[config.mk]
export PLATFORM = sky130hd
export DESIGN_NAME = thread_context_scheduler_unit
export DESIGN_NICKNAME = d
export VERILOG_FILES = /design/src/tcs_pkg.sv /design/src/tcs_engine.sv /design/src/thread_context_scheduler_unit.sv
export VERILOG_INCLUDE_DIRS = /design/src /design/src/src
export SDC_FILE = /design/constraint.sdc
export NUM_CORES = 1
export LEC_CHECK = 0
export BUFFER_PORTS_ARGS = -buffer_cell sky130_fd_sc_hd__buf_2
export CORE_MARGIN = 1
export CORE_UTILIZATION = 50
export DETAILED_ROUTE_END_ITERATION = 12
export GPL_TIMING_DRIVEN = 0
export PLACE_DENSITY = 0.8
export SYNTH_ARGS = -nofsm -noshare
export SYNTH_HDL_FRONTEND = slang
export SYNTH_HIERARCHICAL = 1
export SYNTH_SLANG_ARGS = --single-unit
[constraint.sdc]
create_clock -name clk -period 2.7 [get_ports clk]
set_input_delay 0.27 -clock clk [delete_from_list [all_inputs] [get_ports clk]]
set_output_delay 0.27 -clock clk [all_outputs]
set_load 0.005 [all_outputs]
[src/thread_context_scheduler_unit_defines.svh]
// Assertion macros used by the thread context scheduler engine (tcs_engine).
`ifndef THREAD_CONTEXT_SCHEDULER_UNIT_DEFINES_SVH
`define THREAD_CONTEXT_SCHEDULER_UNIT_DEFINES_SVH

`ifndef NO_ASSERTIONS
`define TCS_ASSERT_IMPL(name, ante, cons) \
  name: assert property (@(posedge clk) disable iff (!rst_n) (ante) |-> (cons)) \
    else $error("tcs assertion failed");
`define TCS_ASSERT_NEXT(name, ante, cons) \
  name: assert property (@(posedge clk) disable iff (!rst_n) (ante) |=> (cons)) \
    else $error("tcs assertion failed");
`else
`define TCS_ASSERT_IMPL(name, ante, cons)
`define TCS_ASSERT_NEXT(name, ante, cons)
`endif

`endif

[src/tcs_pkg.sv]
// Types and constants of the thread context scheduler.
package tcs_pkg;

  localparam int SP_W  = 8;
  localparam int ID_W  = 2;
  localparam int OP_W  = 3;

  localparam logic [SP_W-1:0] BASE_RST    = 8'h3F;
  localparam logic [SP_W-1:0] STRIDE_RST  = 8'h10;
  localparam logic [SP_W-1:0] FRAME_WORDS = 8'd7;

  localparam logic REG_BASE   = 1'b0;
  localparam logic REG_STRIDE = 1'b1;

  typedef enum logic [OP_W-1:0] {
    OP_TICK   = 3'd0,
    OP_YIELD  = 3'd1,
    OP_CREATE = 3'd2,
    OP_EXIT   = 3'd3,
    OP_BOOT   = 3'd4
  } op_t;

  typedef enum logic [1:0] {
    ST_OK    = 2'd0,
    ST_FULL  = 2'd1,
    ST_EMPTY = 2'd2
  } status_t;

  typedef enum logic [2:0] {
    S_IDLE,
    S_SAVE,
    S_SCAN,
    S_FOUND,
    S_PRESET,
    S_PLACE,
    S_MISS
  } state_t;

  typedef struct packed {
    logic [ID_W-1:0] id;
    logic [SP_W-1:0] sp;
    status_t         status;
  } result_t;

  typedef struct packed {
    logic            start;
    logic [OP_W-1:0] op;
    logic [SP_W-1:0] sp;
    logic            res_ready;
  } ctl_t;

  typedef struct packed {
    logic    idle;
    logic    done;
    result_t res;
  } resp_t;

endpackage

[src/tcs_engine.sv]
// Scheduler sequencer: slot table, one-slot-per-cycle stepper and shared preset adder.
`include "thread_context_scheduler_unit_defines.svh"

module tcs_engine #(
  parameter int THREAD_SLOTS = 4
) (
  input  logic                          clk,
  input  logic                          rst_n,
  input  tcs_pkg::ctl_t                 ctl,
  input  logic [tcs_pkg::SP_W-1:0]      stack_base,
  input  logic [tcs_pkg::SP_W-1:0]      stack_stride,
  output tcs_pkg::resp_t                rsp
);

  localparam int SLOT_W = (THREAD_SLOTS > 2) ? $clog2(THREAD_SLOTS) : 1;
  localparam int CNT_W  = $clog2(2 * THREAD_SLOTS);
  localparam logic [SLOT_W-1:0] TOP_SLOT = SLOT_W'(THREAD_SLOTS - 1);
  localparam logic [CNT_W-1:0]  LAST_PP  = CNT_W'(2 * THREAD_SLOTS - 1);
  localparam logic [CNT_W-1:0]  LAST_RR  = CNT_W'(THREAD_SLOTS - 1);

  tcs_pkg::state_t state_r, state_nxt;

  logic [THREAD_SLOTS-1:0]  occ_r, occ_nxt;
  logic [SLOT_W-1:0]        cur_r, cur_nxt;
  logic                     cur_vld_r, cur_vld_nxt;
  logic                     up_r, up_nxt;
  logic [tcs_pkg::OP_W-1:0] op_r, op_nxt;
  logic [tcs_pkg::SP_W-1:0] sp_r, sp_nxt;
  logic [SLOT_W-1:0]        s_r, s_nxt;
  logic                     sup_r, sup_nxt;
  logic [CNT_W-1:0]         cnt_r, cnt_nxt;
  logic [tcs_pkg::SP_W-1:0] acc_r, acc_nxt;

  logic [tcs_pkg::SP_W-1:0] stk_r [THREAD_SLOTS];
  logic                     stk_we;
  logic [SLOT_W-1:0]        stk_addr;
  logic [tcs_pkg::SP_W-1:0] stk_wdata;

  logic                     in_op_ok;
  logic                     is_tick, is_yield, is_exit, is_place, is_boot;
  logic [SLOT_W-1:0]        step_s;
  logic                     step_up;
  logic                     step_hit;
  logic [CNT_W-1:0]         scan_last;
  logic [tcs_pkg::SP_W-1:0] add_sum;

  always_comb begin
    unique case (ctl.op)
      tcs_pkg::OP_TICK,
      tcs_pkg::OP_YIELD,
      tcs_pkg::OP_CREATE,
      tcs_pkg::OP_EXIT,
      tcs_pkg::OP_BOOT: in_op_ok = 1'b1;
      default:          in_op_ok = 1'b0;
    endcase
  end

  assign is_tick  = (op_r == tcs_pkg::OP_TICK);
  assign is_yield = (op_r == tcs_pkg::OP_YIELD);
  assign is_exit  = (op_r == tcs_pkg::OP_EXIT);
  assign is_boot  = (op_r == tcs_pkg::OP_BOOT);
  assign is_place = (op_r == tcs_pkg::OP_CREATE) || is_boot;

  // slot stepper: ping-pong for tick, wrap-up otherwise
  always_comb begin
    step_s  = s_r;
    step_up = sup_r;
    if (is_tick) begin
      if (sup_r) begin
        if (s_r == TOP_SLOT) begin
          step_up = 1'b0;
          step_s  = s_r - 1'b1;
        end else begin
          step_s  = s_r + 1'b1;
        end
      end else begin
        if (s_r == '0) begin
          step_up = 1'b1;
          step_s  = SLOT_W'(1);
        end else begin
          step_s  = s_r - 1'b1;
        end
      end
    end else begin
      step_s = (s_r == TOP_SLOT) ? '0 : s_r + 1'b1;
    end
    step_hit = is_place ? !occ_r[step_s] : occ_r[step_s];
  end

  assign scan_last = is_tick ? LAST_PP : LAST_RR;
  assign add_sum   = acc_r + ((cnt_r == '0) ? tcs_pkg::FRAME_WORDS : stack_stride);

  always_comb begin
    state_nxt = state_r;
    unique case (state_r)
      tcs_pkg::S_IDLE:   if (ctl.start && in_op_ok) state_nxt = tcs_pkg::S_SAVE;
      tcs_pkg::S_SAVE:   state_nxt = tcs_pkg::S_SCAN;
      tcs_pkg::S_SCAN: begin
        if (step_hit) begin
          state_nxt = is_place ? tcs_pkg::S_PRESET : tcs_pkg::S_FOUND;
        end else if (cnt_r == scan_last) begin
          state_nxt = tcs_pkg::S_MISS;
        end
      end
      tcs_pkg::S_PRESET: if (cnt_r == '0) state_nxt = tcs_pkg::S_PLACE;
      tcs_pkg::S_FOUND,
      tcs_pkg::S_PLACE,
      tcs_pkg::S_MISS:   if (ctl.res_ready) state_nxt = tcs_pkg::S_IDLE;
      default:           state_nxt = tcs_pkg::S_IDLE;
    endcase
  end

  always_comb begin
    occ_nxt     = occ_r;
    cur_nxt     = cur_r;
    cur_vld_nxt = cur_vld_r;
    up_nxt      = up_r;
    op_nxt      = op_r;
    sp_nxt      = sp_r;
    s_nxt       = s_r;
    sup_nxt     = sup_r;
    cnt_nxt     = cnt_r;
    acc_nxt     = acc_r;
    stk_we      = 1'b0;
    stk_addr    = cur_r;
    stk_wdata   = sp_r;
    rsp.idle    = (state_r == tcs_pkg::S_IDLE);
    rsp.done    = 1'b0;
    rsp.res     = '{id: '0, sp: '0, status: tcs_pkg::ST_OK};
    unique case (state_r)
      tcs_pkg::S_IDLE: begin
        if (ctl.start) begin
          op_nxt  = ctl.op;
          sp_nxt  = ctl.sp;
          cnt_nxt = '0;
          sup_nxt = up_r;
          if (ctl.op == tcs_pkg::OP_TICK || ctl.op == tcs_pkg::OP_YIELD) begin
            s_nxt = cur_r;
          end else begin
            s_nxt = TOP_SLOT;
          end
          if (ctl.op == tcs_pkg::OP_BOOT) begin
            occ_nxt = '0;
            up_nxt  = 1'b1;
            sup_nxt = 1'b1;
          end
        end
      end
      tcs_pkg::S_SAVE: begin
        if (cur_vld_r && (is_tick || is_yield)) stk_we = 1'b1;
        if (cur_vld_r && is_exit) occ_nxt[cur_r] = 1'b0;
      end
      tcs_pkg::S_SCAN: begin
        s_nxt   = step_s;
        sup_nxt = step_up;
        cnt_nxt = cnt_r + 1'b1;
        if (step_hit && is_place) begin
          acc_nxt = stack_base;
          cnt_nxt = CNT_W'(step_s);
        end
      end
      tcs_pkg::S_PRESET: begin
        acc_nxt = add_sum;
        if (cnt_r != '0) cnt_nxt = cnt_r - 1'b1;
      end
      tcs_pkg::S_PLACE: begin
        rsp.res = '{id: tcs_pkg::ID_W'(s_r), sp: acc_r, status: tcs_pkg::ST_OK};
        if (ctl.res_ready) begin
          rsp.done     = 1'b1;
          stk_we       = 1'b1;
          stk_addr     = s_r;
          stk_wdata    = acc_r;
          occ_nxt[s_r] = 1'b1;
          if (is_boot) begin
            cur_nxt     = s_r;
            cur_vld_nxt = 1'b1;
          end
        end
      end
      tcs_pkg::S_FOUND: begin
        rsp.res = '{id: tcs_pkg::ID_W'(s_r), sp: stk_r[s_r], status: tcs_pkg::ST_OK};
        if (ctl.res_ready) begin
          rsp.done    = 1'b1;
          cur_nxt     = s_r;
          cur_vld_nxt = 1'b1;
          if (is_tick) up_nxt = sup_r;
        end
      end
      tcs_pkg::S_MISS: begin
        rsp.res = '{id: '0, sp: '0,
                    status: is_place ? tcs_pkg::ST_FULL : tcs_pkg::ST_EMPTY};
        if (ctl.res_ready) begin
          rsp.done = 1'b1;
          if (!is_place) cur_vld_nxt = 1'b0;
        end
      end
      default: begin
      end
    endcase
  end

  always_ff @(posedge clk) begin
    if (!rst_n) begin
      state_r   <= tcs_pkg::S_IDLE;
      occ_r     <= '0;
      cur_r     <= '0;
      cur_vld_r <= 1'b0;
      up_r      <= 1'b1;
      op_r      <= tcs_pkg::OP_TICK;
      cnt_r     <= '0;
    end else begin
      state_r   <= state_nxt;
      occ_r     <= occ_nxt;
      cur_r     <= cur_nxt;
      cur_vld_r <= cur_vld_nxt;
      up_r      <= up_nxt;
      op_r      <= op_nxt;
      cnt_r     <= cnt_nxt;
    end
  end

  always_ff @(posedge clk) begin
    sp_r  <= sp_nxt;
    s_r   <= s_nxt;
    sup_r <= sup_nxt;
    acc_r <= acc_nxt;
    if (stk_we) stk_r[stk_addr] <= stk_wdata;
  end

  `TCS_ASSERT_IMPL(a_start_only_idle, ctl.start, rsp.idle)
  `TCS_ASSERT_IMPL(a_done_has_room, rsp.done, ctl.res_ready)
  `TCS_ASSERT_IMPL(a_current_occupied, rsp.idle && cur_vld_r, occ_r[cur_r])
  `TCS_ASSERT_IMPL(a_place_slot_free, state_r == tcs_pkg::S_PLACE, !occ_r[s_r])
  `TCS_ASSERT_NEXT(a_hit_leaves_scan, (state_r == tcs_pkg::S_SCAN) && step_hit,
                   (state_r == tcs_pkg::S_FOUND) || (state_r == tcs_pkg::S_PRESET))

endmodule

[src/thread_context_scheduler_unit.sv]
// Top level of the thread context scheduler: stream ports, APB registers, result register.
//
//  channel  dir  handshake              payload
//  in_      in   in_tvalid/in_tready    tuser operation, tdata stack_pointer
//  out_     out  out_tvalid/out_tready  tdata thread_id, restore_sp; tuser status
//  cfg_     in   APB, pready tied high  0x0 stack_base, 0x4 stack_stride
//
// An item passes through save and then the scan: the slot stepper tests one slot a cycle, at most
// 2*THREAD_SLOTS steps for tick and THREAD_SLOTS for the others; create and boot then add to stack_base
// slot number times stack_stride and FRAME_WORDS in the shared preset adder. in_tready is low while busy.
// A finished item waits in the result register; the next item is accepted meanwhile.
// Reset is synchronous; slot stack values are undefined until a slot is created.

module thread_context_scheduler_unit #(
  parameter int THREAD_SLOTS = 4
) (
  input  logic        clk,
  input  logic        rst_n,
  input  logic        in_tvalid,
  output logic        in_tready,
  input  logic [7:0]  in_tdata,   // [7:0] stack_pointer
  input  logic [2:0]  in_tuser,   // [2:0] operation
  output logic        out_tvalid,
  input  logic        out_tready,
  output logic [15:0] out_tdata,  // [1:0] thread_id, [9:2] restore_sp, zero above
  output logic [1:0]  out_tuser,  // [1:0] status
  input  logic        cfg_psel,
  input  logic        cfg_penable,
  input  logic        cfg_pwrite,
  input  logic [2:0]  cfg_paddr,
  input  logic [31:0] cfg_pwdata,
  output logic [31:0] cfg_prdata,
  output logic        cfg_pready
);

  logic [tcs_pkg::SP_W-1:0] base_r, stride_r;
  logic                     cfg_wr;
  logic                     out_vld_r;
  tcs_pkg::result_t         out_res_r;
  tcs_pkg::ctl_t            ctl;
  tcs_pkg::resp_t           rsp;

  assign cfg_pready = 1'b1;
  assign cfg_wr     = cfg_psel && cfg_penable && cfg_pwrite && cfg_pready;
  assign cfg_prdata = (cfg_paddr[2] == tcs_pkg::REG_STRIDE) ? {24'd0, stride_r}
                                                            : {24'd0, base_r};

  always_ff @(posedge clk) begin
    if (!rst_n) begin
      base_r   <= tcs_pkg::BASE_RST;
      stride_r <= tcs_pkg::STRIDE_RST;
    end else if (cfg_wr) begin
      if (cfg_paddr[2] == tcs_pkg::REG_BASE) base_r <= cfg_pwdata[7:0];
      else                                   stride_r <= cfg_pwdata[7:0];
    end
  end

  assign in_tready     = rsp.idle;
  assign ctl.start     = in_tvalid && in_tready;
  assign ctl.op        = in_tuser;
  assign ctl.sp        = in_tdata;
  assign ctl.res_ready = !out_vld_r || out_tready;

  tcs_engine #(
    .THREAD_SLOTS(THREAD_SLOTS)
  ) u_engine (
    .clk          (clk),
    .rst_n        (rst_n),
    .ctl          (ctl),
    .stack_base   (base_r),
    .stack_stride (stride_r),
    .rsp          (rsp)
  );

  always_ff @(posedge clk) begin
    if (!rst_n) begin
      out_vld_r <= 1'b0;
    end else if (rsp.done) begin
      out_vld_r <= 1'b1;
    end else if (out_tready) begin
      out_vld_r <= 1'b0;
    end
  end

  always_ff @(posedge clk) begin
    if (rsp.done) out_res_r <= rsp.res;
  end

  assign out_tvalid = out_vld_r;
  assign out_tdata  = {6'd0, out_res_r.sp, out_res_r.id};
  assign out_tuser  = out_res_r.status;

endmodule
# Yosys cells after proc, flatten, opt, wreduce, memory -nomap -nowiden
# Memories as Yosys holds them, arrays and structs flattened. A register that Yosys moved wholly into a read port is not among the register bits.
# Index checks and enable logic that the tools add are counted.
# op_classes
bitwise_logic,4
n_mux,70
n_lt_le_gt_ge,5
eq_ne,32
add_sub_neg,5
reduce_logical,43
# op_table
operator,count
8-bit 2-to-1 mux,5
13-bit one-hot mux with 3 select lines,1
3-bit 2-to-1 mux,10
2-bit 2-to-1 mux,13
1-bit 2-to-1 mux,24
2-bit by 1-bit != test with 1-bit output (second input constant),10
3-bit by 2-bit equality test with 1-bit output (second input constant),6
4-bit 2-to-1 mux,4
8-bit one-hot mux with 2 select lines,1
3-bit equality test (second input constant),5
3-bit one-hot mux with 5 select lines,1
3-bit zero test,4
4-bit one-hot mux with 3 select lines,1
3-bit nonzero test,4
2-bit != test (second input constant),5
2-bit AND reduction,5
2-bit nonzero test,5
3-bit by 1-bit equality test with 1-bit output (second input constant),3
1-bit logical AND,9
2-bit by 3-bit < comparator with 1-bit output (second input constant),3
3-bit one-hot mux with 3 select lines,1
3-bit AND reduction,3
8-bit adder,1
2-bit one-hot mux with 2 select lines,2
24 further kinds,33
# totals
mem_bits_rw,32
inputBits,53
out_inout_bits,53
memories,1
register_bits,65
# memory_table
memory,depth,word_bits,read_ports,rd_clocked_by_memory_dff,wr,line_no,source
u_engine.stk_r,4,8,1,1,1,tcs_engine.sv:34,logic [tcs_pkg::SP_W-1:0] stk_r [THREAD_SLOTS];

# Depth between registers and ports, before layout
# Gate-level depths: netlist (run 1).
# logic_depth
depth_word,11
depth_mapped,14

# Hierarchy
# The synthesis (run 1) kept the hierarchy.
# by_module_without_submodules
mod,area_per_inst_um2,cells_per_inst,instances
tcs_engine,3883.7,372,1
thread_context_scheduler_unit,1428.9,128,1

# Worst setup path after synthesis (run 1)
# Ideal clock, no wire load.
# synth_path
path_type,register to register
from,reg u_engine.s_r[0]
to,reg u_engine/acc_r[0] (netlist name) (enable)
setup_time_ns,0.329
arrival_time_ns,2.230
path_stages_with_launch,12
setup_slack_ns,0.141
required_ns,2.371
cell_sequence,edfxtp_1 -> inv_1 -> ha_1 -> nand2b_1 -> nand3_1 -> o21ai_2 -> mux2_4 -> o21a_1 -> inv_1 -> ha_1 -> nand2_1 -> nand2_1
# synth_via
elab_chain_cells,11
word_cells_on_any_way,16
cone_classes,add/sub: 2; eq/ne: 2; mux: 8; reduce/logical: 4
# synth_lines
element,line_no,source
start: declaration,tcs_engine.sv:29,"logic [SLOT_W-1:0] s_r, s_nxt;"
start signal: assignment,tcs_engine.sv:224,s_r <= s_nxt;
2-bit by 1-bit subtractor with 2-bit output (tied with other cells),"tcs_engine.sv:72, tcs_engine.sv:81",
2-bit 2-to-1 mux (on tied branches),"tcs_engine.sv:77, tcs_engine.sv:70",
2-bit 2-to-1 mux,tcs_engine.sv:69,if (sup_r) begin
2-bit 2-to-1 mux *,tcs_engine.sv:68,if (is_tick) begin
1-bit binary-select mux with 2-bit select *,tcs_engine.sv:87,step_hit = is_place ? !occ_r[step_s] : occ_r[step_s];
1-bit 2-to-1 mux (implied by the code) *,tcs_engine.sv:87,
1-bit zero test,tcs_engine.sv:87,
1-bit 2-to-1 mux *,tcs_engine.sv:87,
1-bit logical AND *,tcs_engine.sv:157,if (step_hit && is_place) begin
2-bit by 1-bit != test with 1-bit output (no line) *,n/a,
2-bit AND reduction (no line) *,n/a,
end signal: assignment,tcs_engine.sv:226,acc_r <= acc_nxt;
end: declaration,tcs_engine.sv:32,"logic [tcs_pkg::SP_W-1:0] acc_r, acc_nxt;"
# Mark *: on every way between the ends. The rest lies on a longest branch, timed or not. The select of a mux whose other input is x is not followed.
# A chain may end at the register's enable or synchronous reset.

# Worst setup path after layout (run 1)
# layout_path
from,reg u_engine.s_r[1]
to,reg u_engine.cnt_r[0]
# layout_via
elab_chain_cells,11
word_cells_on_any_way,16
cone_classes,add/sub: 2; eq/ne: 1; mux: 10; reduce/logical: 3
# layout_lines
element,line_no,source
2-bit by 1-bit subtractor with 2-bit output (tied with other cells),"tcs_engine.sv:72, tcs_engine.sv:81",
2-bit 2-to-1 mux (on tied branches),"tcs_engine.sv:77, tcs_engine.sv:70",
2-bit 2-to-1 mux,tcs_engine.sv:69,
2-bit 2-to-1 mux *,tcs_engine.sv:68,
1-bit binary-select mux with 2-bit select,tcs_engine.sv:87,
1-bit 2-to-1 mux (implied by the code),tcs_engine.sv:87,
1-bit zero test,tcs_engine.sv:87,
1-bit 2-to-1 mux,tcs_engine.sv:87,
1-bit logical AND,tcs_engine.sv:157,
3-bit 2-to-1 mux *,tcs_engine.sv:157,
3-bit one-hot mux with 3 select lines *,tcs_engine.sv:130,unique case (state_r)
end signal: assignment,tcs_engine.sv:218,cnt_r <= cnt_nxt;
end: declaration,tcs_engine.sv:31,"logic [CNT_W-1:0] cnt_r, cnt_nxt;"
# Marked as above.

==> flow_metrics.tcl, run 1 <==
set metrics [dict create \
    drt_first_pass_iters 7 \
    synth_compound_area_frac 0.102 \
    grt_max_degree 18 \
    dieArea_um2 11000 \
    initial_utilization 0.515 \
    cp-start-kind "flip-flop" \
    wl_per_cell_um 15.2 \
    critical_path_required_ns 2.99 \
    grt_pass1_vias 3738 \
    yosys.area.top_type_share 0.356 \
    synth_top_family_by_area "simple AND/OR/NAND/NOR gates" \
    cts_buffer_depth 2 \
    setup_slack_ns 0.0370 \
    dp_hpwl_um 8160 \
    final_cells 743 \
    synth_mux_area_frac 0.110 \
    ir_drop_mv 0.375 \
    pwr-share-seq 0.381 \
    worstPathArrival_ns 2.95 \
    min_period_over_period 0.986 \
    die_h_um 105 \
    syn-cell-area_um2 5310 \
    synth_top_area_cell "edfxtp_1" \
    power.density_nw_per_um2 836 \
    yosysWarnings 6 \
    combPwrFrac 0.450 \
    synth.avg_cell_area_um2 10.6 \
    cp-startpoint "u_engine/s_r[1]" \
    drc 0 \
    fill_cells 842 \
    core_area_um2 10300 \
    reg2reg_from "u_engine/s_r[1]" \
    port_buffers 47 \
    track_usage 0.210 \
    synth_area_leaders "edfxtp_1 (36%), dfxtp_1 (14%), nand2_1 (4.8%)" \
    numCtsBuffers 9 \
    rr_worst_depth 13 \
    critPathCaptureType "flip-flop" \
    ys_types 58 \
    area_growth_syn_to_layout_pct 16.4 \
    synth-async-reset-ratio 0 \
    fin_worst_skew_ns 0.00784 \
    slew_headroom 0.459 \
    cts-root-buf "clkbuf_8" \
    seq_area_frac_synth 0.492 \
    cellInternalPower_w 0.00325 \
    endpoint "u_engine/cnt_r[0]" \
    layout.nets 673 \
    outcome "complete, no violations" \
    place_ws_ns -0.309 \
    synth_ff_type "edfxtp_1" \
    synthCells 500 \
    postLayoutCellArea_um2 6180 \
    ctsHoldBuffers 0 \
    fin_util 0.599 \
    r2r_end "u_engine/cnt_r[0]" \
    clkTransAtPathRegs_ns 0.09 \
    hold_viol_final 0 \
    ios 106 \
    die_w_um 105 \
    routed_via_density 5.34 \
    critPathKind "flip-flop to flip-flop" \
    yosys.area_share.simple 0.156 \
    h-tree-depth 3 \
    fmax_ghz 0.376 \
    reg2reg_slack_ns 0.04 \
    switching_share 0.371 \
    drive_gt1_frac 0.275 \
    vias 3967 \
    overflow 0 \
    dpl.cell_count 713 \
    cap_violations 0 \
    clockPowerShare 0.169 \
    layout_min_cycle_time_ns 2.66 \
    grt_first_pass_wirelength_um 18200 \
    grt_antenna_before_repair 1 \
    slew_viol_final 0 \
    p_switching_w 0.00192 \
    p_leak_nw 2.50 \
    wirelength_um 11300 \
    hold_class "primary input to flip-flop" \
    drt_iter0_drc 287 \
    finalSetupViolations 0 \
    yosys.area_share.xor_xnor 0.0132 \
    dpl_cell_area_um2 5840 \
    worst_pin_slew_ns 0.808 \
    cp_max_fo 7 \
    synthAdderAreaFrac 0.0438 \
    rows 37 \
    antennaDiodeCount 0 \
    finalWeightedCongestion 0.908 \
    rsz0062_at_grt "yes" \
    synth_seq_cells 99 \
    cts.sink_count 99 \
    cts_tree "done" \
    synth_edf_count 63 \
    ant_nets 0 \
    clk_latency_ns 0.36 \
]
## through the flow
stage	total power [W]	setup TNS [ns]	hold WS, ns
finish	0.00517	0	0.0743
global route	0.00550	-0.666	0.0605
CTS	0.00495	0	0.0587
detailed placement	0.00398	-3.52	0.450
global placement	0.00388	-4.92	0.449
floorplan	0.00349	0	0.369
## what timing repair did
item / in CTS / in global routing
buffers inserted: 5 / 9
gates resized for setup: 6 / 10
setup endpoints to repair: 17 / 25
pin swaps: 1 / 6
## worst min-delay path by stage
| stage | slack (ns) | endpoint | cells past startpoint | start |
|---|---|---|---|---|
| floorplan | 0.37 | u_engine/sp_r[0] | 0 | in_tdata[0] |
| global placement | 0.45 | u_engine/sp_r[0] | 1 | in_tdata[0] |
| detailed placement | 0.45 | u_engine/sp_r[6] | 1 | in_tdata[6] |
| CTS | 0.06 | u_engine/sp_r[6] | 1 | in_tdata[6] |
| global route | 0.06 | u_engine/sp_r[5] | 1 | in_tdata[5] |
| finish | 0.07 | u_engine/sp_r[2] | 1 | in_tdata[2] |
## registers in the layout, summed over array words and instances (netlist names), 2 cells and up, named ones only
name / flops
u_engine/cnt_r: 3
u_engine/occ_r: 4
stride_r: 8
out_tdata: 10
u_engine/acc_r: 8
u_engine/stk_r: 32
out_tuser: 2
u_engine/op_r: 3
u_engine/state_r: 3
u_engine/cur_r: 2
u_engine/sp_r: 8
base_r: 8
u_engine/s_r: 2
## area by class of cell
cell class	count	area (um^2)	area share
clock inverters	5	37.5	0.00607
plain buffers	54	362	0.0585
flip-flops and latches	99	2610	0.423
well taps	136	170	0.0275
repair buffers	62	348	0.0563
clock buffers	11	141	0.0229
inverters	20	75.1	0.0121
multi-input cells	356	2440	0.394
## cell usage after synthesis, drive strengths merged (2+ instances only)
library cell / count
nor2: 31
a211o: 5
mux4: 8
o21ai: 25
nor2b: 16
dfxtp: 36
xnor2: 4
mux2i: 24
and2: 6
nor4: 5
conb: 2
a21oi: 24
mux2: 14
nor3: 12
inv: 20
a211oi: 4
a311oi: 2
clkbuf: 10
a22o: 8
nand2: 68
nand2b: 12
ha: 17
and3: 3
a31oi: 4
xor2: 4
buf: 44
edfxtp: 63
o211ai: 2
a21o: 2
and4: 2
nand3: 9
## cells in the final DEF, fill, tap and decap left out, types with 15 or more instances in the layout
cell | Yosys | layout
a21oi_1 | 21 | 18
buf_2 | 6 | 53
buf_4 | 32 | 47
conb_1 | 2 | 31
dfxtp_1 | 36 | 35
edfxtp_1 | 63 | 63
ha_1 | 17 | 16
inv_1 | 19 | 17
mux2i_1 | 24 | 24
nand2_1 | 68 | 67
nor2_1 | 31 | 31
nor2b_1 | 16 | 16
o21ai_0 | 15 | 15
## power groups by stage
stage / Combinational, W / Clock [W] / Sequential, W
3_3_place_gp: 0.00186 / 0 / 0.00202
4_1_cts: 0.00209 / 0.000896 / 0.00197
6_report: 0.00232 / 0.000875 / 0.00197
3_5_place_dp: 0.00195 / 0 / 0.00202
5_1_grt: 0.00256 / 0.000945 / 0.00199
2_1_floorplan: 0.00150 / 0 / 0.00199
## metal layers
layer  global-route usage  vias to the layer above  part of all wire
met5                    0                        -            0.0011
met4                0.103                        2             0.024
met1                0.275                     1836              0.44
li1                     -                     1926                 -
met3               0.0262                       26             0.057
met2                0.345                      177              0.48
## critical path, cell delays in order (launching register included)
cell	delay [ns]
edfxtp_1	0.44
buf_4	0.19
ha_1	0.18
nand2b_1	0.11
nand3_2	0.14
o21ai_4	0.13
mux2_4	0.34
o21a_1	0.20
inv_1	0.09
ha_4	0.16
nand2_1	0.08
o211ai_1	0.23
o211ai_1	0.13
a31oi_1	0.16
## cells by family after synthesis
group                      Yosys count
and+or+nand+nor                    170
DFF                                 99
AOI/OAI and AO/OA                   83
buffers and inverters               74
muxes                               46
adders and majority gates           18
xor gates and xnor gates             8
other                                2
(Power assumes the default switching activity.)
==> run 2: changes to the inputs <==
--- a/config.mk
+++ b/config.mk
@@ -8,10 +8,10 @@
 export LEC_CHECK = 0
 export BUFFER_PORTS_ARGS = -buffer_cell sky130_fd_sc_hd__buf_2
 export CORE_MARGIN = 1
-export CORE_UTILIZATION = 50
+export CORE_UTILIZATION = 35
 export DETAILED_ROUTE_END_ITERATION = 12
 export GPL_TIMING_DRIVEN = 0
-export PLACE_DENSITY = 0.8
+export PLACE_DENSITY = 0.61
 export SYNTH_ARGS = -nofsm -noshare
 export SYNTH_HDL_FRONTEND = slang
 export SYNTH_HIERARCHICAL = 1
==> run 2 against run 1 <==
Power increased by 10%. Final cell count is 6.5% higher. Critical path depth down 1. Worst setup slack better by 0.087 ns. Critical path type unchanged.
==> flow_metrics.tcl, run 2 (synthesis gave the netlist of run 1 again) <==
set metrics [dict create \
    cp.buffers_inverters 4 \
    rr_worst_depth 12 \
    initial_utilization 0.361 \
    grt_pass1_vias 3697 \
    hold_class "primary input to flip-flop" \
    cp-start-kind "flip-flop" \
    worstHoldPathCells 1 \
    drc 0 \
    finalSetupViolations 0 \
    hold_start "in_tdata[0]" \
    clockPowerShare 0.244 \
    outcome "complete, no violations" \
    cts_buffer_depth 2 \
    worstPathArrival_ns 2.85 \
    largest_reg_flops 32 \
    die_w_um 125 \
    numCtsBuffers 9 \
    layout_min_cycle_time_ns 2.58 \
    cts-root-buf "clkbuf_16" \
    drt_first_pass_iters 7 \
    clkTransAtPathRegs_ns 0.07 \
    rsz0062_at_grt "yes" \
    combPwrFrac 0.408 \
    critPathKind "flip-flop to flip-flop" \
    dieArea_um2 15700 \
    h-tree-depth 3 \
    reg2reg_slack_ns 0.12 \
    hold_viol_final 0 \
    dp_hpwl_um 8630 \
    path_cells "nor3_4 > buf_4 > buf_4 > a211oi_4 > o21a_1 > inv_1 > ha_2 > inv_1 > a211o_1 > a21oi_2 > a21oi_2 > a21oi_2" \
    finalWeightedCongestion 0.864 \
    critical_path_required_ns 2.97 \
    fmax_ghz 0.388 \
    area_growth_syn_to_layout_pct 20.4 \
    min_period_over_period 0.954 \
    cap_violations 0 \
    final_common_cell "nand2_1" \
    pwr-share-seq 0.347 \
    routed_via_density 4.98 \
    ios 106 \
    critPathCaptureType "flip-flop" \
    drive_gt1_frac 0.278 \
    worst_pin_slew_ns 0.811 \
    final_cells 791 \
    drt_iter0_drc 295 \
    setup_tns_ns 0 \
    antennaDiodeCount 0 \
    regMostFlops "u_engine/stk_r" \
    holdPathEnd "u_engine/sp_r[0]" \
    port_buffers 47 \
    cts.sink_count 99 \
    clk_latency_ns 0.34 \
    vias 3942 \
    fin_worst_skew_ns 0.00708 \
    most-common-layout-cells "nand2_1 (67), edfxtp_1 (63), buf_2 (53)" \
    power.density_nw_per_um2 889 \
    overflow 0 \
    core_area_um2 14700 \
    reg2reg_from "u_engine/op_r[0]" \
    grt_first_pass_wirelength_um 18700 \
    rows 44 \
    p_leak_nw 2.57 \
    holdWs_ns 0.101 \
    grt_antenna_before_repair 0 \
    slew_viol_final 0 \
    ir_drop_mv 0.296 \
    critPathTopFamily "compound AO/OA/AOI/OAI gates" \
    p_switching_w 0.00198 \
    wl_per_cell_um 14.9 \
    cts_tree "done" \
    cellInternalPower_w 0.00370 \
    wirelength_um 11800 \
    ctsHoldBuffers 0 \
    cp_slowest_cell "dfxtp_1" \
    cp_max_fo 7 \
    track_usage 0.151 \
    fill_cells 1383 \
    grt_max_degree 18 \
    ant_nets 0 \
    die_h_um 125 \
    critPathMostFrequentCell "a21oi_2" \
    dpl.cell_count 761 \
    slew_headroom 0.458 \
    layout.nets 674 \
    slowest_delay_ns 0.48 \
    switching_share 0.348 \
    r2r_end "u_engine/state_r[1]" \
]
run 2: timing repair:
item | 4_1_cts | 5_1_grt
setup buffers | 4 | 11
endpoints found under the hold margin | 0 | 0
endpoints found under the setup margin | 17 | 25
gates resized for setup | 6 | 11
pin swaps | 1 | 4
run 2: per-layer routing:
| layer | global-route usage | vias to the layer above | wire length (um) |
|---|---|---|---|
| met5 | 0 | - | 0 |
| met4 | 0.0617 | 0 | 297 |
| met3 | 0.0312 | 24 | 716 |
| met2 | 0.250 | 133 | 5650 |
| met1 | 0.191 | 1862 | 5140 |
| li1 | - | 1923 | - |
run 2: power by group through the flow:
| stage | registers [W] | logic [W] | clock network [W] |
|---|---|---|---|
| 3_5_place_dp | 0.00203 | 0.00199 | 0 |
| 4_1_cts | 0.00197 | 0.00211 | 0.00142 |
| 2_1_floorplan | 0.00199 | 0.00150 | 0 |
| 3_3_place_gp | 0.00203 | 0.00189 | 0 |
| 5_1_grt | 0.00199 | 0.00254 | 0.00148 |
| 6_report | 0.00197 | 0.00232 | 0.00139 |
run 2: metrics by stage:
stage | setup WS (ns) | instance area, um^2 | util | power, W
4_1_cts | 0.0246 | 6280 | 0.427 | 0.00550
3_3_place_gp | -0.351 | 5890 | 0.400 | 0.00392
3_5_place_dp | -0.391 | 5900 | 0.401 | 0.00401
5_1_grt | -0.0481 | 6400 | 0.435 | 0.00602
6_report | 0.124 | 6400 | 0.435 | 0.00568
2_1_floorplan | 0.141 | 5420 | - | 0.00349
run 2: worst max path at each step:
stage	start	endpoint	slack [ns]	cells past startpoint
finish	u_engine/op_r[0]	u_engine/state_r[1]	0.12	12
global route	u_engine/s_r[0]	u_engine/cnt_r[0]	-0.05	13
CTS	u_engine/cnt_r[0]	u_engine/acc_r[6]	0.02	12
detailed placement	u_engine/s_r[0]	u_engine/acc_r[6]	-0.39	10
global placement	u_engine/s_r[0]	u_engine/acc_r[7]	-0.35	10
floorplan	u_engine/s_r[0]	u_engine/acc_r[0]	0.14	11
run 2: final cells by class:
cell class                      count  area, um^2  share of cell area
Inverter                           20        75.1              0.0117
Timing Repair Buffer               63         359              0.0561
Clock inverter                      6        97.6              0.0153
Tap cell                          184         230              0.0360
Clock buffer                        9         225              0.0352
Buffer                             54         362              0.0565
Sequential cell                    99        2610               0.409
Multi-Input combinational cell    356        2430               0.380
==> run 3: changes to the inputs <==
--- a/config.mk
+++ b/config.mk
@@ -6,6 +6,7 @@
 export SDC_FILE = /design/constraint.sdc
 export NUM_CORES = 1
 export LEC_CHECK = 0
+export ABC_AREA = 1
 export BUFFER_PORTS_ARGS = -buffer_cell sky130_fd_sc_hd__buf_2
 export CORE_MARGIN = 1
 export CORE_UTILIZATION = 35
==> run 3 against run 2 <==
Utilization down 1.3 points. Power up 1.0%. Final cell count up 15%. Clock power about the same. Design area up 0.41%. Largest power group unchanged. Hold slack worse by 0.016 ns. Clock skew up 0.0029 ns. Area after synthesis up 2.8%. Sequential share of layout area down 0.19 points. Count of clock-buffer cells in the layout unchanged.
==> flow_metrics.tcl, run 3 <==
set metrics [dict create \
    synth_area_leaders "edfxtp_1 (35%), dfxtp_1 (13%), nand2_1 (11%)" \
    synth_ff_type "edfxtp_1" \
    hold_class "primary input to flip-flop" \
    clk_latency_ns 0.36 \
    hold_start "in_tdata[2]" \
    holdPathEnd "u_engine/sp_r[2]" \
    postLayoutCellArea_um2 6420 \
    cap_violations 0 \
    layout_min_cycle_time_ns 2.51 \
    vias 4197 \
    synth_edf_count 63 \
    drive_gt1_frac 0.227 \
    most-common-layout-cells "nand2_1 (152), edfxtp_1 (63), inv_1 (60)" \
    critical_path_required_ns 2.77 \
    port_buffers 47 \
    synth_seq_cells 99 \
    synth_top_area_cell "edfxtp_1" \
    grt_max_degree 18 \
    ir_drop_mv 0.335 \
    wirelength_um 12200 \
    grt_pass1_vias 3916 \
    layout.nets 788 \
    synth.avg_cell_area_um2 8.70 \
    synth_mux_area_frac 0 \
    grt-busiest-layer "met2" \
    ant_nets 0 \
    yosysMostFrequentCell "nand2_1" \
    synthAdderAreaFrac 0.0426 \
    slew_viol_final 0 \
    reg2reg_slack_ns 0.19 \
    cts-root-buf "clkbuf_16" \
    cts_tree "done" \
    r2r_end "u_engine/acc_r[3]" \
    yosys.area_share.simple 0.234 \
    grt_first_pass_wirelength_um 19700 \
    outcome "complete, no violations" \
    use_met1 0.206 \
    dp_hpwl_um 9040 \
    critPathCaptureType "flip-flop" \
    place_ws_ns -0.693 \
    power.density_nw_per_um2 894 \
    core_area_um2 15200 \
    drt_iter0_drc 259 \
    h-tree-depth 3 \
    fmax_ghz 0.399 \
    syn-cell-area_um2 5460 \
    fin_worst_skew_ns 0.00999 \
    ios 106 \
    grt_antenna_before_repair 0 \
    regMostFlops "u_engine/stk_r" \
    drt_first_pass_iters 4 \
    dpl_cell_area_um2 6040 \
    setup_slack_ns 0.191 \
    yosys.area.top_type_share 0.346 \
    overflow 0 \
    grtUsageMet2 0.263 \
    cp-start-kind "flip-flop" \
    ys_types 44 \
    fin_util 0.422 \
    die_w_um 127 \
    yosysWarnings 6 \
    use_met3 0.0194 \
    p_leak_nw 2.88 \
    worstHoldPathCells 1 \
    die_h_um 127 \
    clkTransAtPathRegs_ns 0.07 \
    area_growth_syn_to_layout_pct 17.6 \
    antennaDiodeCount 0 \
    routed_via_density 4.62 \
    track_usage 0.158 \
    rsz0062_at_grt "no" \
    synth_compound_area_frac 0.123 \
    setup_tns_ns 0 \
    synth_common_cells "nand2_1 (153), edfxtp_1 (63), inv_1 (61)" \
    ctsHoldBuffers 0 \
    worst_pin_slew_ns 0.937 \
    hold_viol_final 0 \
    slew_headroom 0.375 \
    rr_worst_depth 12 \
    cp_max_fo 8 \
    synth_top_family_by_area "simple AND/OR/NAND/NOR gates" \
    finalSetupViolations 0 \
    synthCells 628 \
    reg2reg_from "u_engine/s_r[1]" \
    finalWeightedCongestion 0.881 \
    final_common_cell "nand2_1" \
    dieArea_um2 16100 \
    fill_cells 1506 \
    critPathKind "flip-flop to flip-flop" \
    largest_reg_flops 32 \
    drc 0 \
    worstPathArrival_ns 2.58 \
    rows 45 \
    cts.sink_count 99 \
    cts_buffer_depth 2 \
    synth-async-reset-ratio 0 \
    numCtsBuffers 9 \
    min_period_over_period 0.929 \
    p_total_w 0.00574 \
    yosys.area_share.xor_xnor 0.00641 \
    initial_utilization 0.359 \
    wl_per_cell_um 13.4 \
    seq_area_frac_synth 0.478 \
]
run 3: changes by cell type in the layout (fill, tap and decap cells not counted), sizes merged, moves of 9 or more:
cell    change
a21oi      +22
buf        -15
inv        +53
mux2       -14
mux2i      -24
nand2      +91
nand2b     -12
nand3      +29
nor2       +26
nor2b      -16
nor3        -9
o21ai      +27
run 3: area by class of cell:
class / instances / area, um^2 / area share
plain buffers: 47 / 333 / 0.0518
clock buffers: 9 / 225 / 0.0351
clock inverters: 6 / 96.3 / 0.0150
inverters: 73 / 289 / 0.0450
multi-input cells: 438 / 2370 / 0.369
flip-flops and latches: 99 / 2610 / 0.407
well taps: 188 / 235 / 0.0366
repair buffers: 49 / 263 / 0.0409
run 3: how the worst max path moves through the flow:
stage                            from                 to  slack [ns]  cells past startpoint
floorplan             u_engine/s_r[0]  u_engine/acc_r[0]        0.06                     10
global placement      u_engine/s_r[0]  u_engine/acc_r[2]       -0.68                     11
detailed placement    u_engine/s_r[0]  u_engine/acc_r[2]       -0.69                     11
CTS                   u_engine/s_r[0]  u_engine/acc_r[4]       0.002                     11
global route        u_engine/cnt_r[0]  u_engine/acc_r[5]       0.004                     15
finish                u_engine/s_r[1]  u_engine/acc_r[3]        0.19                     12
run 3: cell families after synthesis:
family | Yosys count
AND/OR/NAND/NOR | 271
other | 2
buffers and inverters | 120
AO/OA/AOI/OAI | 114
flip-flops | 99
XOR/XNOR | 4
adder cells (fa/ha/maj) | 18
run 3: critical path, stage by stage, from the launching register on:
cell	delay, ns
edfxtp_1	0.47
inv_1	0.20
ha_1	0.26
nand2_1	0.07
inv_1	0.05
nor2_1	0.04
o21ai_1	0.22
nand3_1	0.18
nand2_1	0.12
ha_1	0.20
inv_1	0.11
o21ai_4	0.15
buf_12	0.14
run 3: where the power goes:
part / internal [W] / switching (W) / total, W
clock network: 0.000820 / 0.000591 / 0.00141
registers: 0.00192 / 0.000116 / 0.00203
logic: 0.000785 / 0.00151 / 0.00230
total: 0.00352 / 0.00222 / 0.00574
run 3: metal layers:
metal  routed length [um]  up-vias
met2                 5650      103
met4                  193        0
met5                    0        -
met3                  477       12
met1                 5830     1874
li1                     -     2208
run 3: timing repair:
action,CTS,global route
pin swaps,0,1
setup buffers,0,2
endpoints found under the setup margin,8,15
resized for setup,3,5
run 3: through the flow:
step / hold slack [ns] / std cells
final: 0.0857 / 909
after global routing: 0.0781 / 909
after CTS: 0.0772 / 907
after detailed placement: 0.449 / 892
after global placement: 0.448 / 892
after floorplan: 0.369 / 657
